$ cat config.mk
export PLATFORM = sky130hd
export DESIGN_NAME = shared_buffer_owner_tracker_top
export DESIGN_NICKNAME = d
export VERILOG_FILES = /design/src/sbot_pkg.sv /design/src/sbot_ram.sv /design/src/sbot_seq.sv /design/src/shared_buffer_owner_tracker_top.sv
export SDC_FILE = /design/constraint.sdc
export NUM_CORES = 1
export LEC_CHECK = 0
export BUFFER_PORTS_ARGS = -buffer_cell sky130_fd_sc_hd__buf_2
export CORE_ASPECT_RATIO = 0.5
export CORE_MARGIN = 4
export CORE_UTILIZATION = 55
export DETAILED_ROUTE_END_ITERATION = 16
export HOLD_SLACK_MARGIN = 0.08
export PLACE_DENSITY = 0.79
export SYNTH_ARGS = -nofsm -noshare
export SYNTH_HDL_FRONTEND = slang
export SYNTH_SLANG_ARGS = --single-unit
$ cat constraint.sdc
create_clock -name clk -period 14.93 [get_ports clk]
set_clock_uncertainty 0.1 [all_clocks]
set_input_delay 4.479 -clock clk [delete_from_list [all_inputs] [get_ports clk]]
set_output_delay 4.479 -clock clk [all_outputs]
set_load 0.1 [all_outputs]
$ cat src/sbot_pkg.sv
`default_nettype none
package sbot_pkg;

  localparam int BUFFER_COUNT = 16;
  localparam int CLIENT_SLOTS = 8;
  localparam int CREDIT_MAX   = 255;
  localparam int MAX_RESULTS  = 16;

  localparam int IDX_W  = 4;
  localparam int SLOT_W = 3;
  localparam int SEQ_W  = 32;
  localparam int TS_W   = 64;

  localparam int BUF_AW  = (BUFFER_COUNT > 1) ? $clog2(BUFFER_COUNT) : 1;
  localparam int SLOT_AW = (CLIENT_SLOTS > 1) ? $clog2(CLIENT_SLOTS) : 1;
  localparam int MASK_W  = CLIENT_SLOTS + 1;
  localparam int CRD_W   = $clog2(CREDIT_MAX + 1);
  localparam int CNT_W   = $clog2(MAX_RESULTS + 1);

  typedef enum logic [1:0] {
    MODE_CONSUME = 2'd0,
    MODE_REDEEM  = 2'd1,
    MODE_RELEASE = 2'd2,
    MODE_CONNECT = 2'd3
  } mode_t;

  typedef enum logic [2:0] {
    KIND_DELIVER  = 3'd0,
    KIND_RETURN   = 3'd1,
    KIND_ASSIGNED = 3'd2,
    KIND_NOSLOT   = 3'd3,
    KIND_ERROR    = 3'd4
  } kind_t;

  typedef struct packed {
    mode_t              mode;
    logic [IDX_W-1:0]   buffer_index;
    logic [SLOT_W-1:0]  client_slot;
    logic               has_buffer;
    logic               add_credit;
    logic [SEQ_W-1:0]   frame_sequence;
    logic [TS_W-1:0]    frame_timestamp;
  } in_word_t;

  typedef struct packed {
    kind_t              kind;
    logic [SLOT_W-1:0]  target_slot;
    logic [IDX_W-1:0]   result_buffer;
    logic [SEQ_W-1:0]   out_sequence;
    logic [TS_W-1:0]    out_timestamp;
    logic               last;
  } out_word_t;

  typedef struct packed {
    logic               we;
    logic [BUF_AW-1:0]  waddr;
    logic [MASK_W-1:0]  wdata;
    logic [BUF_AW-1:0]  raddr;
  } own_req_t;

  typedef struct packed {
    logic               we;
    logic [SLOT_AW-1:0] waddr;
    logic [CRD_W-1:0]   wdata;
    logic [SLOT_AW-1:0] raddr;
  } crd_req_t;

  function automatic logic buf_ok(logic [IDX_W-1:0] i);
    return 32'(i) < 32'(BUFFER_COUNT);
  endfunction

  function automatic logic slot_ok(logic [SLOT_W-1:0] s);
    return 32'(s) < 32'(CLIENT_SLOTS);
  endfunction

endpackage
`default_nettype wire

$ cat src/sbot_ram.sv
`default_nettype none
module sbot_ram #(
  parameter int WIDTH = 8,
  parameter int DEPTH = 8,
  localparam int AW = (DEPTH > 1) ? $clog2(DEPTH) : 1
) (
  input  wire logic             clk,
  input  wire logic             we,
  input  wire logic [AW-1:0]    waddr,
  input  wire logic [WIDTH-1:0] wdata,
  input  wire logic [AW-1:0]    raddr,
  output logic      [WIDTH-1:0] rdata
);

  logic [WIDTH-1:0] mem [DEPTH];

  always_ff @(posedge clk) begin
    if (we) begin
      mem[waddr] <= wdata;
    end
    rdata <= mem[raddr];
  end

endmodule
`default_nettype wire

$ cat src/sbot_seq.sv
`default_nettype none
module sbot_seq import sbot_pkg::*; (
  input  wire logic             clk,
  input  wire logic             rst_n,
  input  wire logic             in_valid,
  output logic                  in_stall,
  input  wire in_word_t         in_word,
  output logic                  out_valid,
  input  wire logic             out_stall,
  output out_word_t             out_word,
  output own_req_t              own_req,
  input  wire logic [MASK_W-1:0] own_rdata,
  output crd_req_t              crd_req,
  input  wire logic [CRD_W-1:0] crd_rdata
);

  typedef enum logic [6:0] {
    S_IDLE  = 7'b0000001,
    S_CHECK = 7'b0000010,
    S_CONS  = 7'b0000100,
    S_CFIN  = 7'b0001000,
    S_RDM   = 7'b0010000,
    S_REL   = 7'b0100000,
    S_FLUSH = 7'b1000000
  } state_t;

  function automatic out_word_t mk_word(kind_t k, logic [SLOT_W-1:0] s,
                                        logic [IDX_W-1:0] b, logic [SEQ_W-1:0] q,
                                        logic [TS_W-1:0] t);
    out_word_t w;
    w.kind          = k;
    w.target_slot   = s;
    w.result_buffer = b;
    w.out_sequence  = q;
    w.out_timestamp = t;
    w.last          = 1'b0;
    return w;
  endfunction

  function automatic logic [MASK_W-1:0] slot_bit(logic [SLOT_AW-1:0] s);
    return MASK_W'(2) << s;
  endfunction

  state_t               state_r, state_nxt;
  in_word_t             item_r, item_nxt;
  logic [SLOT_AW-1:0]   slot_r, slot_nxt;
  logic [BUF_AW-1:0]    buf_r, buf_nxt;
  logic [MASK_W-1:0]    mask_r, mask_nxt;
  logic [CNT_W-1:0]     n_r, n_nxt;
  logic                 pend_valid_r, pend_valid_nxt;
  out_word_t            pend_r, pend_nxt;
  logic                 out_valid_r, out_valid_nxt;
  out_word_t            out_r, out_nxt;
  logic [CLIENT_SLOTS-1:0] active_r, active_nxt;
  logic [BUFFER_COUNT-1:0] owner_vld_r, owner_vld_nxt;
  logic                 owner_rvld_r;

  logic [MASK_W-1:0]    owner_eff;
  logic                 free_found;
  logic [SLOT_AW-1:0]   free_slot;
  logic [SLOT_AW-1:0]   item_slot;
  logic [MASK_W-1:0]    item_bit;
  logic [MASK_W-1:0]    walk_bit;
  logic                 cons_elig;
  logic                 rdm_err;
  logic [MASK_W-1:0]    rdm_mask;
  logic [MASK_W-1:0]    rel_mask;
  logic                 rel_hit;
  logic                 want;
  logic                 emit_req;
  out_word_t            emit_word;
  logic                 out_free;
  logic                 go;
  logic                 out_load;

  assign owner_eff = owner_rvld_r ? own_rdata : MASK_W'(1);
  assign item_slot = SLOT_AW'(item_r.client_slot);
  assign item_bit  = slot_bit(item_slot);
  assign walk_bit  = slot_bit(slot_r);
  assign out_free  = !out_valid_r || !out_stall;
  assign in_stall  = (state_r != S_IDLE);
  assign out_valid = out_valid_r;
  assign out_word  = out_r;

  always_comb begin
    free_found = 1'b0;
    free_slot  = '0;
    for (int i = CLIENT_SLOTS - 1; i >= 0; i--) begin
      if (!active_r[i]) begin
        free_found = 1'b1;
        free_slot  = SLOT_AW'(i);
      end
    end
  end

  assign cons_elig = active_r[slot_r] && (crd_rdata != '0) && (n_r < CNT_W'(MAX_RESULTS));
  assign rdm_err   = !slot_ok(item_r.client_slot) || !active_r[item_slot] ||
                     (item_r.has_buffer &&
                      (!buf_ok(item_r.buffer_index) || (owner_eff & item_bit) == '0));
  assign rdm_mask  = owner_eff & ~item_bit;
  assign rel_hit   = (owner_eff & item_bit) != '0;
  assign rel_mask  = owner_eff & ~item_bit;

  always_comb begin
    want      = 1'b0;
    emit_word = mk_word(KIND_ERROR, '0, '0, '0, '0);
    unique case (state_r)
      S_IDLE: begin
        if (in_valid) begin
          if (in_word.mode == MODE_CONNECT) begin
            want      = 1'b1;
            emit_word = free_found ? mk_word(KIND_ASSIGNED, SLOT_W'(free_slot), '0, '0, '0)
                                   : mk_word(KIND_NOSLOT, '0, '0, '0, '0);
          end else if (in_word.mode == MODE_RELEASE) begin
            want = !slot_ok(in_word.client_slot) ||
                   !active_r[SLOT_AW'(in_word.client_slot)];
          end
        end
      end
      S_CHECK: begin
        want = !buf_ok(item_r.buffer_index) || (owner_eff != MASK_W'(1));
      end
      S_CONS: begin
        want      = cons_elig;
        emit_word = mk_word(KIND_DELIVER, SLOT_W'(slot_r), item_r.buffer_index,
                            item_r.frame_sequence, item_r.frame_timestamp);
      end
      S_CFIN: begin
        want      = (mask_r == '0);
        emit_word = mk_word(KIND_RETURN, '0, item_r.buffer_index, '0, '0);
      end
      S_RDM: begin
        if (rdm_err) begin
          want = 1'b1;
        end else begin
          want      = item_r.has_buffer && (rdm_mask == '0);
          emit_word = mk_word(KIND_RETURN, '0, item_r.buffer_index, '0, '0);
        end
      end
      S_REL: begin
        want      = rel_hit && (rel_mask == '0);
        emit_word = mk_word(KIND_RETURN, '0, IDX_W'(buf_r), '0, '0);
      end
      S_FLUSH: begin
        want = 1'b0;
      end
      default: begin
        want = 1'b0;
      end
    endcase
  end

  assign emit_req = want && (n_r < CNT_W'(MAX_RESULTS));
  assign go       = !(emit_req && pend_valid_r && !out_free);

  always_comb begin
    state_nxt      = state_r;
    item_nxt       = item_r;
    slot_nxt       = slot_r;
    buf_nxt        = buf_r;
    mask_nxt       = mask_r;
    n_nxt          = n_r;
    pend_valid_nxt = pend_valid_r;
    pend_nxt       = pend_r;
    active_nxt     = active_r;
    owner_vld_nxt  = owner_vld_r;
    own_req        = '0;
    crd_req        = '0;
    out_load       = 1'b0;
    out_nxt        = pend_r;

    unique case (state_r)
      S_IDLE: begin
        if (in_valid) begin
          item_nxt = in_word;
          unique case (in_word.mode)
            MODE_CONSUME: begin
              own_req.raddr = BUF_AW'(in_word.buffer_index);
              state_nxt     = S_CHECK;
            end
            MODE_REDEEM: begin
              own_req.raddr = BUF_AW'(in_word.buffer_index);
              crd_req.raddr = SLOT_AW'(in_word.client_slot);
              state_nxt     = S_RDM;
            end
            MODE_RELEASE: begin
              if (slot_ok(in_word.client_slot) && active_r[SLOT_AW'(in_word.client_slot)]) begin
                active_nxt[SLOT_AW'(in_word.client_slot)] = 1'b0;
                crd_req.we    = 1'b1;
                crd_req.waddr = SLOT_AW'(in_word.client_slot);
                crd_req.wdata = '0;
                own_req.raddr = '0;
                buf_nxt       = '0;
                state_nxt     = S_REL;
              end else begin
                state_nxt = S_FLUSH;
              end
            end
            MODE_CONNECT: begin
              if (free_found) begin
                active_nxt[free_slot] = 1'b1;
                crd_req.we    = 1'b1;
                crd_req.waddr = free_slot;
                crd_req.wdata = '0;
              end
              state_nxt = S_FLUSH;
            end
            default: begin
              state_nxt = S_FLUSH;
            end
          endcase
        end
      end
      S_CHECK: begin
        if (want) begin
          state_nxt = S_FLUSH;
        end else begin
          crd_req.raddr = '0;
          slot_nxt      = '0;
          mask_nxt      = '0;
          state_nxt     = S_CONS;
        end
      end
      S_CONS: begin
        crd_req.raddr = go ? slot_r + SLOT_AW'(1) : slot_r;
        if (go) begin
          if (cons_elig) begin
            mask_nxt      = mask_r | walk_bit;
            crd_req.we    = 1'b1;
            crd_req.waddr = slot_r;
            crd_req.wdata = crd_rdata - CRD_W'(1);
          end
          if (32'(slot_r) == CLIENT_SLOTS - 1) begin
            state_nxt = S_CFIN;
          end else begin
            slot_nxt = slot_r + SLOT_AW'(1);
          end
        end
      end
      S_CFIN: begin
        if (go) begin
          own_req.we    = 1'b1;
          own_req.waddr = BUF_AW'(item_r.buffer_index);
          own_req.wdata = (mask_r == '0) ? MASK_W'(1) : mask_r;
          owner_vld_nxt[BUF_AW'(item_r.buffer_index)] = 1'b1;
          state_nxt     = S_FLUSH;
        end
      end
      S_RDM: begin
        if (!rdm_err) begin
          if (item_r.has_buffer) begin
            own_req.we    = 1'b1;
            own_req.waddr = BUF_AW'(item_r.buffer_index);
            own_req.wdata = (rdm_mask == '0) ? MASK_W'(1) : rdm_mask;
            owner_vld_nxt[BUF_AW'(item_r.buffer_index)] = 1'b1;
          end
          if (item_r.add_credit && crd_rdata < CRD_W'(CREDIT_MAX)) begin
            crd_req.we    = 1'b1;
            crd_req.waddr = item_slot;
            crd_req.wdata = crd_rdata + CRD_W'(1);
          end
        end
        state_nxt = S_FLUSH;
      end
      S_REL: begin
        own_req.raddr = go ? buf_r + BUF_AW'(1) : buf_r;
        if (go) begin
          if (rel_hit) begin
            own_req.we     = 1'b1;
            own_req.waddr  = buf_r;
            own_req.wdata  = (rel_mask == '0) ? MASK_W'(1) : rel_mask;
            owner_vld_nxt[buf_r] = 1'b1;
          end
          if (32'(buf_r) == BUFFER_COUNT - 1) begin
            state_nxt = S_FLUSH;
          end else begin
            buf_nxt = buf_r + BUF_AW'(1);
          end
        end
      end
      S_FLUSH: begin
        if (!pend_valid_r) begin
          n_nxt     = '0;
          state_nxt = S_IDLE;
        end else if (out_free) begin
          out_load       = 1'b1;
          out_nxt.last   = 1'b1;
          pend_valid_nxt = 1'b0;
          n_nxt          = '0;
          state_nxt      = S_IDLE;
        end
      end
      default: begin
        state_nxt = S_IDLE;
      end
    endcase

    if (go && emit_req) begin
      if (pend_valid_r) begin
        out_load = 1'b1;
      end
      pend_nxt       = emit_word;
      pend_valid_nxt = 1'b1;
      n_nxt          = n_r + CNT_W'(1);
    end
  end

  always_comb begin
    if (out_load) begin
      out_valid_nxt = 1'b1;
    end else if (out_stall) begin
      out_valid_nxt = out_valid_r;
    end else begin
      out_valid_nxt = 1'b0;
    end
  end

  always_ff @(posedge clk) begin
    if (!rst_n) begin
      state_r      <= S_IDLE;
      n_r          <= '0;
      pend_valid_r <= 1'b0;
      out_valid_r  <= 1'b0;
      active_r     <= '0;
      owner_vld_r  <= '0;
    end else begin
      state_r      <= state_nxt;
      n_r          <= n_nxt;
      pend_valid_r <= pend_valid_nxt;
      out_valid_r  <= out_valid_nxt;
      active_r     <= active_nxt;
      owner_vld_r  <= owner_vld_nxt;
    end
  end

  always_ff @(posedge clk) begin
    item_r       <= item_nxt;
    slot_r       <= slot_nxt;
    buf_r        <= buf_nxt;
    mask_r       <= mask_nxt;
    pend_r       <= pend_nxt;
    owner_rvld_r <= owner_vld_r[own_req.raddr];
    if (out_load) begin
      out_r <= out_nxt;
    end
  end

  a_load_free: assert property (@(posedge clk) disable iff (!rst_n)
    out_load |-> out_free)
    else $error("Output register loaded while its word was still held.");

  a_idle_clean: assert property (@(posedge clk) disable iff (!rst_n)
    (state_r == S_IDLE) |-> (!pend_valid_r && n_r == '0))
    else $error("Pending result or count left over in idle.");

  a_mask_nonzero: assert property (@(posedge clk) disable iff (!rst_n)
    own_req.we |-> (own_req.wdata != '0))
    else $error("Owner mask written with no owner.");

  a_rel_no_overlap: assert property (@(posedge clk) disable iff (!rst_n)
    (state_r == S_REL && own_req.we) |-> (own_req.raddr != own_req.waddr))
    else $error("Release walk reads the entry it writes.");

  a_count_bound: assert property (@(posedge clk) disable iff (!rst_n)
    n_r <= CNT_W'(MAX_RESULTS))
    else $error("Result count beyond its limit.");

endmodule
`default_nettype wire

$ cat src/shared_buffer_owner_tracker_top.sv
// One item is worked on at a time; in_stall stays high until its last word is in the
// output register. Consume walks the credit memory over every client slot and release
// walks the owner memory over every buffer; a refused consume or release skips its walk.
// Each word waits in a holding register until the next is formed, and in the flush state
// the last moves on from it into the output register once that register is free.
// Synchronous active-low reset: all buffers read as producer owned, all slots are free.
`default_nettype none
module shared_buffer_owner_tracker_top import sbot_pkg::*; (
  input  wire logic      clk,
  input  wire logic      rst_n,
  input  wire logic      in_valid,
  output logic           in_stall,
  input  wire in_word_t  in_word,
  output logic           out_valid,
  input  wire logic      out_stall,
  output out_word_t      out_word
);

  own_req_t          own_req;
  crd_req_t          crd_req;
  logic [MASK_W-1:0] own_rdata;
  logic [CRD_W-1:0]  crd_rdata;

  sbot_ram #(
    .WIDTH (MASK_W),
    .DEPTH (BUFFER_COUNT)
  ) u_owner_ram (
    .clk   (clk),
    .we    (own_req.we),
    .waddr (own_req.waddr),
    .wdata (own_req.wdata),
    .raddr (own_req.raddr),
    .rdata (own_rdata)
  );

  sbot_ram #(
    .WIDTH (CRD_W),
    .DEPTH (CLIENT_SLOTS)
  ) u_credit_ram (
    .clk   (clk),
    .we    (crd_req.we),
    .waddr (crd_req.waddr),
    .wdata (crd_req.wdata),
    .raddr (crd_req.raddr),
    .rdata (crd_rdata)
  );

  sbot_seq u_seq (
    .clk       (clk),
    .rst_n     (rst_n),
    .in_valid  (in_valid),
    .in_stall  (in_stall),
    .in_word   (in_word),
    .out_valid (out_valid),
    .out_stall (out_stall),
    .out_word  (out_word),
    .own_req   (own_req),
    .own_rdata (own_rdata),
    .crd_req   (crd_req),
    .crd_rdata (crd_rdata)
  );

endmodule
`default_nettype wire
==> flow_results.org, run 1 <==
** Synth
- Cells after synthesis :: 1,425
- Summing the sequential cell areas from Yosys gives 75.34% of the chip area.
- Mapped Nets :: 1,550
- Count of warnings emitted by yosys :: 0
- Flip-flop cell with the highest count after synthesis :: sky130_fd_sc_hd__edfxtp_1
- Count of state elements after synthesis :: 597
- Post-synth design cell area :: 0.02305 mm2
- The number of different library cells used by synthesis comes to 75.
- Number of synthesized flops with an enable pin :: 541
- A synthesized cell averages 16.18 um2.
- Async set-or-reset flop fraction in the synthesized netlist :: 0%

** Layout
- From synthesis to final layout, the design area changed by 14.23%.
- Layout cells sized above 1 :: 22.82%
- NumNets Final :: 1,768
- Most common library cell in the layout ignoring fill and taps :: sky130_fd_sc_hd__edfxtp_1
- The filler cells instantiated in the layout total 2,798.
- Highest-count cells in the layout ignoring fill and taps :: sky130_fd_sc_hd__edfxtp_1, sky130_fd_sc_hd__buf_2, sky130_fd_sc_hd__nor2_1
- After routing the design area is 0.02633 mm2.

** Timing
- The number of slew-limit violations in the final report is 0.
- Counting I/O delays and the setup requirement, the final critical path takes 8132 ps.
- Hold WS :: 314.6 ps
- Setup violations remaining at the end of the flow were counted as 0.
- Max frequency :: 0.1230 GHz
- Of the available clock period, the critical path in the final layout requires 54.47%.
- Adding up every negative setup slack in the final design gives 0 ps.
- Final hold violations :: 0
- Worst-case headroom to the max-slew limit :: 21.49%
- Setup repair after global routing missed its margin :: false
- Tightest Pin Transition :: 1173 ps

** Min path
- Hold_sp :: u_seq.out_nxt[18]$_DFFE_PP_
- The min-delay analysis places its worst path in the category register to register.

** CTS
- Postcts setup bufs :: 0
- The H-tree was split into 2 levels.
- Counting the buffers created by CTS gives 50.
- CTS Root Cell :: sky130_fd_sc_hd__clkbuf_16
- Post-CTS repair changed the size of 0 cells.
- Hold repair after CTS inserted 0 buffers.
- Clock Latency Late Sink :: 580 ps
- Number of clock sinks :: 597
- Clock transition at the registers of the reported paths :: 60 ps
- The clock passes through at most 3 buffers.
- Clock tree from TritonCTS :: done

** Power and ir drop
- Net switching is 21.58% of the power.
- Summed over all nets, the switching power comes to 0.7327 mW.
- Part of the total power dissipated in combinational logic :: 5.4%
- Internal power consumption :: 2.662 mW
- The analysis attributes to cell leakage a power of 8.850 nW.
- The clock network is responsible for 38.0% of the overall power.
- Flop pwr share :: 56.6%
- IR Drop Worst-Case VDD :: 101.9 uV
- Power spread over the standard cell area amounts to 128.9 mW/mm2.

** Setup path
- CP arrival :: 8230 ps
- In this run the worst path has a maximum fanout of 18.
- Critical path data required time :: 15,030 ps
- STA classifies the critical path startpoint as an input pin.
- Origin of the worst setup path :: in_word[99]
- Category of the most critical setup path :: input pin to register
- Origin of the critical flop-to-flop path :: u_seq.state_r[1]$_SDFFE_PN0P_
- The worst setup path is captured at a register.

** Floorplan
- The die is 152.8 um tall.
- Placeable core region :: 0.04092 mm2
- Starting Density :: 56.33%
- Measured along the x axis, the die boundary spans 297.5 um.
- Floorplan die area :: 0.04545 mm2
- Rows :: 52
- During I/O placement, the number of pins put on the boundary was 220.

** Route
- The detailed router finished its first iteration with 1,389 violations.
- Summed over all layers, the routed wires come to 49,600 um.
- For this run, the detailed router's first-pass iteration total came to 5.
- # DRC :: 0
- The detail route stage leaves a number of antenna-violating nets equal to 0.
- Wire length per cell :: 22.20 um
- Dividing the detail-routed via count by the number of cells gives 5.902.
- Summing over every cut layer, the via total after detailed routing is 13.18k.

** Placement
- Placer congestion estimate :: 0.9344
- Cell area after placement :: 0.02468 mm2
- Port buffering added 219 buffers.
- Final HPWL DP :: 32,480 um

** Global route
- Entering global routing, the biggest net connects 103 pins.
- Vias in the first global route :: 12.85k
- For this run, the total global-route usage over all layers was measured as 21.33%.
- Antenna violations before repair :: 11
- The first global-routing pass estimated 75,380 um of wire.
- The total overflow left after global routing is 0.

** Run
- The tool flagged a number of max-cap violations equal to 0.

** Status
- The flow ran to the end, and the final reports show no timing, DRC or antenna violations.
==> kinds of logic (layout without fill, tap and decap cells) <==
group,Yosys count,after routing,share of synthesized area [%]
AOI/OAI and AO/OA,194,194,5.992
xor gates and xnor gates,8,8,0.3039
adders and majority gates,14,14,0.7599
buffers and inverters,92,350,1.786
DFF,597,597,75.34
muxes,100,100,6.606
other,0,11,0
and+or+nand+nor,420,420,9.216
==> registers in the layout, summed over array words and instances (netlist names) <==
signal / cells
u_credit_ram.mem: 64
u_seq.out_nxt: 106
u_seq.pend_valid_r: 1
u_seq.out_valid: 1
u_seq.owner_rvld_r: 1
u_seq.item_r: 102
u_seq.slot_r: 3
u_seq.n_r: 5
u_seq.active_r: 8
u_seq.out_word: 107
u_seq.buf_r: 4
u_seq.item_slot: 3
u_seq.owner_vld_r: 16
u_owner_ram.rdata: 9
u_seq.mask_r: 8
u_credit_ram.rdata: 8
u_seq.state_r: 7
u_owner_ram.mem: 144
==> path summary, 6_finish.rpt <==
| kind | slack (ps) | endpoint | depth (start not counted) |
|---|---|---|---|
| setup / recovery | 6800 | u_owner_ram.mem[2][7]$_DFFE_PP_ | 11 |
| hold / removal | 310 | u_seq.out_word[18]$_DFFE_PP_ | 0 |
| setup reg to reg | 9360 | u_owner_ram.mem[0][8]$_DFFE_PP_ | 10 |
| hold reg to reg | 310 | u_seq.out_word[18]$_DFFE_PP_ | 0 |
==> metal layers <==
layer	wire [um]	vias to the layer above	GRT usage [%]
met3	3365	90	4.186
met2	24820	534	35.48
met5	0	-	0
met4	1289	0	7.512
met1	20120	6551	28.51
li1	-	6009	-
==> power by group through the flow <==
stage,Sequential (mW),Clock [mW],Combinational [mW]
final,1.92,1.29,0.182
after global routing,1.93,1.39,0.197
after CTS,1.92,1.31,0.183
after detailed placement,1.96,0,0.182
after global placement,1.95,0,0.180
after floorplan,1.98,0,0.104
==> synth_stat cells (14+ instances only) <==
library cell,n,area [um2]
sky130_fd_sc_hd__and3_1,102,638.1
sky130_fd_sc_hd__a21oi_1,38,190.2
sky130_fd_sc_hd__dfxtp_1,56,1121
sky130_fd_sc_hd__inv_1,20,75.07
sky130_fd_sc_hd__mux2i_1,52,520.5
sky130_fd_sc_hd__nand2_1,77,289.0
sky130_fd_sc_hd__nand3_1,19,95.09
sky130_fd_sc_hd__ha_1,14,175.2
sky130_fd_sc_hd__buf_2,14,70.07
sky130_fd_sc_hd__nor3_1,19,95.09
sky130_fd_sc_hd__clkbuf_1,44,165.2
sky130_fd_sc_hd__nor2_1,134,503.0
sky130_fd_sc_hd__o21ai_0,31,155.2
sky130_fd_sc_hd__a22oi_1,30,225.2
sky130_fd_sc_hd__mux4_2,41,923.4
sky130_fd_sc_hd__edfxtp_1,541,16250
==> area by class of cell <==
| type | count | area, um2 | share of cell area, % |
|---|---|---|---|
| diodes | 11 | 27.53 | 0.1045 |
| repair buffers | 236 | 1224 | 4.647 |
| flip-flops and latches | 597 | 17370 | 65.95 |
| multi-input cells | 736 | 5334 | 20.26 |
| inverters | 22 | 85.08 | 0.3231 |
| clock buffers | 77 | 1445 | 5.488 |
| well taps | 540 | 675.6 | 2.566 |
| clock inverters | 15 | 175.2 | 0.6652 |
==> critical path, stage by stage <==
cell                       delay, ps
sky130_fd_sc_hd__buf_2           160
sky130_fd_sc_hd__nand2b_1        190
sky130_fd_sc_hd__o22ai_1         210
sky130_fd_sc_hd__o31a_1          280
sky130_fd_sc_hd__o221a_2         260
sky130_fd_sc_hd__o21ai_2          90
sky130_fd_sc_hd__o211a_1         450
sky130_fd_sc_hd__o21ai_1         600
sky130_fd_sc_hd__nor2_1          440
sky130_fd_sc_hd__nand3b_1        390
sky130_fd_sc_hd__nor2_1          680
==> metrics by stage <==
stage | utilization [%] | std cells | power, mW | setup slack, ps
after global placement | 60.32 | 2131 | 2.134 | 6429
after detailed placement | 60.32 | 2131 | 2.139 | 6310
after global routing | 64.35 | 2234 | 3.511 | 6481
final | 64.35 | 2234 | 3.395 | 6798
after CTS | 64.28 | 2223 | 3.418 | 6870
after floorplan | - | 1425 | 2.084 | 3203
Note: power is estimated with default switching activity, not from simulation.
==> run 2, diff against run 1 <==
CORE_UTILIZATION = 53   (was 55)
clock period = 7.3 ns   (was 14.93 ns; I/O delays follow)
==> run 2 against run 1 <==
  * Total power rose by 99%
  * Largest cell class unchanged
  * Worst hold slack got worse by 0.77 ps
  * Clock power increased by 90%
  * Non-clock buffer count increased by 1
  * Worst setup slack got worse by 5400 ps
  * Sequential cell count is the same
==> flow_results.org, run 2 (synthesis gave the netlist of run 1 again) <==
** Power and ir drop
- IR Drop Worst-Case VDD :: 157.1 uV (+54%)
- The static leakage power came to 8.785 nW (-0.74%).
- The power density over the cells came to 257.7 mW/mm2 (+100%).

** Global route
- The number of global-route vias before repair was 12.68k (-1.3%).
- The pin count of the biggest net entering global routing is 99 (-3.9%).
- Antenna violations before repair :: 3 (-8)
- Global routing usage summed across all routing layers :: 20.93% (-0.40 points)
- Global-route wire length before repair :: 75,530 um (+0.21%)
- Global-route congestion overflow total :: 0 (unchanged)

** Floorplan
- Floorplan die area :: 0.04710 mm2 (+3.6%)
- Die extent in x :: 302.9 um (+1.8%)
- The count of standard-cell rows was 53 (+1.9%).
- The initial core utilization is 54.32% (-2.0 points).
- Placeable core region :: 0.04244 mm2 (+3.7%)
- The I/O pin count came to 220 (unchanged).
- Overall die height :: 155.5 um (+1.8%)

** Setup path
- Origin of the critical flop-to-flop path :: u_seq.item_slot[2]$_DFFE_PP_
- Slack of the worst reg-to-reg path :: 2090 ps (-7270 ps)
- Critical Path Max Stage Delay :: 710 ps (+30 ps)
- Max stage delay cell, worst path :: sky130_fd_sc_hd__nor2_1
- STA classifies the critical path startpoint as an input pin.
- Most frequent CP cell :: sky130_fd_sc_hd__nor2_1
- The worst reg2reg path depth is 10 (unchanged).
- In this run the worst setup path begins at in_word[99].
- Category of the most critical setup path :: input pin to register
- Cell chain of the critical path :: buf_2 -> nand2b_1 -> o22ai_1 -> o31a_1 -> o221a_2 -> o21ai_2 -> o211a_1 -> o21ai_1 -> nor2_1 -> nand3b_1 -> nor2_1
- Crit. End Element :: register
- Following the worst setup path forward leads to its endpoint at u_owner_ram.mem[1][6]$_DFFE_PP_.
- The arrival time at the worst endpoint is 6050 ps (-2180 ps).
- Maximum fanout count along the critical path :: 18 (unchanged)
- End of the worst register-to-register path :: u_credit_ram.mem[1][3]$_DFFE_PP_
- Critical path data required time :: 7410 ps (-7620 ps)

** CTS
- Hold_buf cts :: 0 (unchanged)
- Postcts setup bufs :: 0 (unchanged)
- CTS Root Cell :: sky130_fd_sc_hd__clkbuf_16
- The maximum root-to-sink buffer count was 3 (unchanged).
- Clock Latency Late Sink :: 590 ps (about the same)
- Clock tree from TritonCTS :: done
- Number of clock sinks :: 597 (unchanged)
- The post-CTS resize count is 0 (unchanged).
- Max H-tree Level :: 2 (unchanged)
- Clock transition at the registers of the reported paths :: 70 ps (about the same)
- Number of buffers added by the clock tree synthesis step :: 49 (-2.0%)

** Route
- The detailed-router iteration count before antenna repair came to 9 (+4).
- Top sig layer :: met4
- The count of routing violations after the opening detailed-route iteration came to 1,604 (+15%).
- Final wirelength :: 49,920 um (+0.66%)
- Vias :: 13.17k (-0.12%)
- Wire length per cell :: 22.07 um (-0.59%)
- The met2 wire length was 24,760 um (-0.25%).
- Detailed-routed wire length on met3 :: 3475 um (+3.3%)
- The post-detailed-route count of antenna-violating nets was 0 (unchanged).
- The DRC violation count after routing was 0 (unchanged).
- Routed metal-1 wirelength :: 20,470 um (+1.7%)
- Vias/cell :: 5.821 (-1.4%)

** Placement
- The placed cell area is 0.02478 mm2 (+0.37%).
- The routability congestion estimate from global placement came to 0.9073 (-2.9%).
- The HPWL reported at the end of detailed placement was 33,330 um (+2.6%).
- Minimum setup slack after placement :: 923.7 ps (-5387 ps)
- Port buffer count :: 219 (unchanged)

** Timing
- The number of slew-limit violations in the final report is 0 (unchanged).
- Based on the critical path, the design can be clocked at up to 0.1684 GHz.
- Time the final worst path needs with I/O delays and setup :: 5939 ps
- Sum of negative setup slack :: 0 ps (unchanged)
- Final Cycle Share :: 81.35%
- The final count of hold timing violations came to 0 (unchanged).
- The final worst-path setup slack was 1361 ps (-5437 ps).
- Tightest Pin Transition :: 1317 ps (+143.2 ps)
- Total of endpoints with negative setup slack in the final report :: 0 (unchanged)
- Worst-case headroom to the max-slew limit :: 12.23% (-9.3 points)
- Setup repair after global routing missed its margin :: false

** Min path
- Hold_sp :: u_seq.out_nxt[6]$_DFFE_PP_
- The path class of the tightest hold or removal check is register to register.

** Layout
- Post-route cell area :: 0.02626 mm2 (-0.27%)
- Area grow syn2layout :: 13.92%
- Most flops, register :: u_owner_ram.mem
- The flip-flop count of the largest register after layout came to 144 (unchanged).
- Layout cells sized above 1 :: 22.47% (-0.34 points)
- Highest-count cells in the layout ignoring fill and taps :: sky130_fd_sc_hd__edfxtp_1, sky130_fd_sc_hd__buf_2, sky130_fd_sc_hd__nor2_1
- The library cell used most frequently in the layout, excluding fill and tap cells, is sky130_fd_sc_hd__edfxtp_1.
- The number of nets in the layout came to 1,768 (unchanged).

** Status
- The flow ran to the end, and the final reports show no timing, DRC or antenna violations.

** Run
- Maxcap violations :: 0 (unchanged)
## run 2: metrics by stage
stage | utilization, % | cells | hold slack, ps | power [mW]
2_1_floorplan | - | 1425 | 300.3 | 4.257
3_3_place_gp | 58.38 | 2169 | 300.1 | 4.373
3_5_place_dp | 58.38 | 2169 | 304.5 | 4.384
4_1_cts | 61.86 | 2259 | 312.4 | 6.805
5_1_grt | 61.88 | 2262 | 322.7 | 7.004
6_report | 61.88 | 2262 | 313.8 | 6.767
## run 2: worst min path at each step
stage	endpoint	slack, ps	cells past startpoint
finish	u_seq.out_word[6]$_DFFE_PP_	310	0
global route	u_seq.out_word[35]$_DFFE_PP_	320	0
CTS	u_seq.out_word[67]$_DFFE_PP_	310	0
detailed placement	u_seq.out_word[17]$_DFFE_PP_	300	0
global placement	u_seq.out_word[33]$_DFFE_PP_	300	0
floorplan	u_seq.out_word[100]$_DFFE_PP_	300	0
## run 2: routing by layer
layer  vias up  GRT usage (%)
li1       5989              -
met1      6505          28.99
met2       568          34.70
met3       106          3.807
met4         0          5.624
met5         -              0
## run 2: final cells by class
class	count	area (um2)
inverters	22	85.08
flip-flops and latches	597	17370
clock buffers	71	1329
well taps	577	721.9
clock inverters	19	148.9
fillers	3011	16180
diodes	3	7.507
repair buffers	237	1269
multi-input cells	736	5334
## run 2: worst max-delay path, delay by kind of cell
family,cells,cell delay [ps]
AOI/OAI and AO/OA,6,1990
and+or+nand+nor,4,1720
buffers and inverters,1,150
## run 2: power breakdown
group | leakage, nW | switching [mW] | total [mW] | internal [mW]
clock network | 0.708 | 1.17 | 2.45 | 1.28
logic | 2.98 | 0.285 | 0.384 | 0.0991
registers | 5.10 | 0.0588 | 3.93 | 3.87
total | 8.78 | 1.52 | 6.77 | 5.25
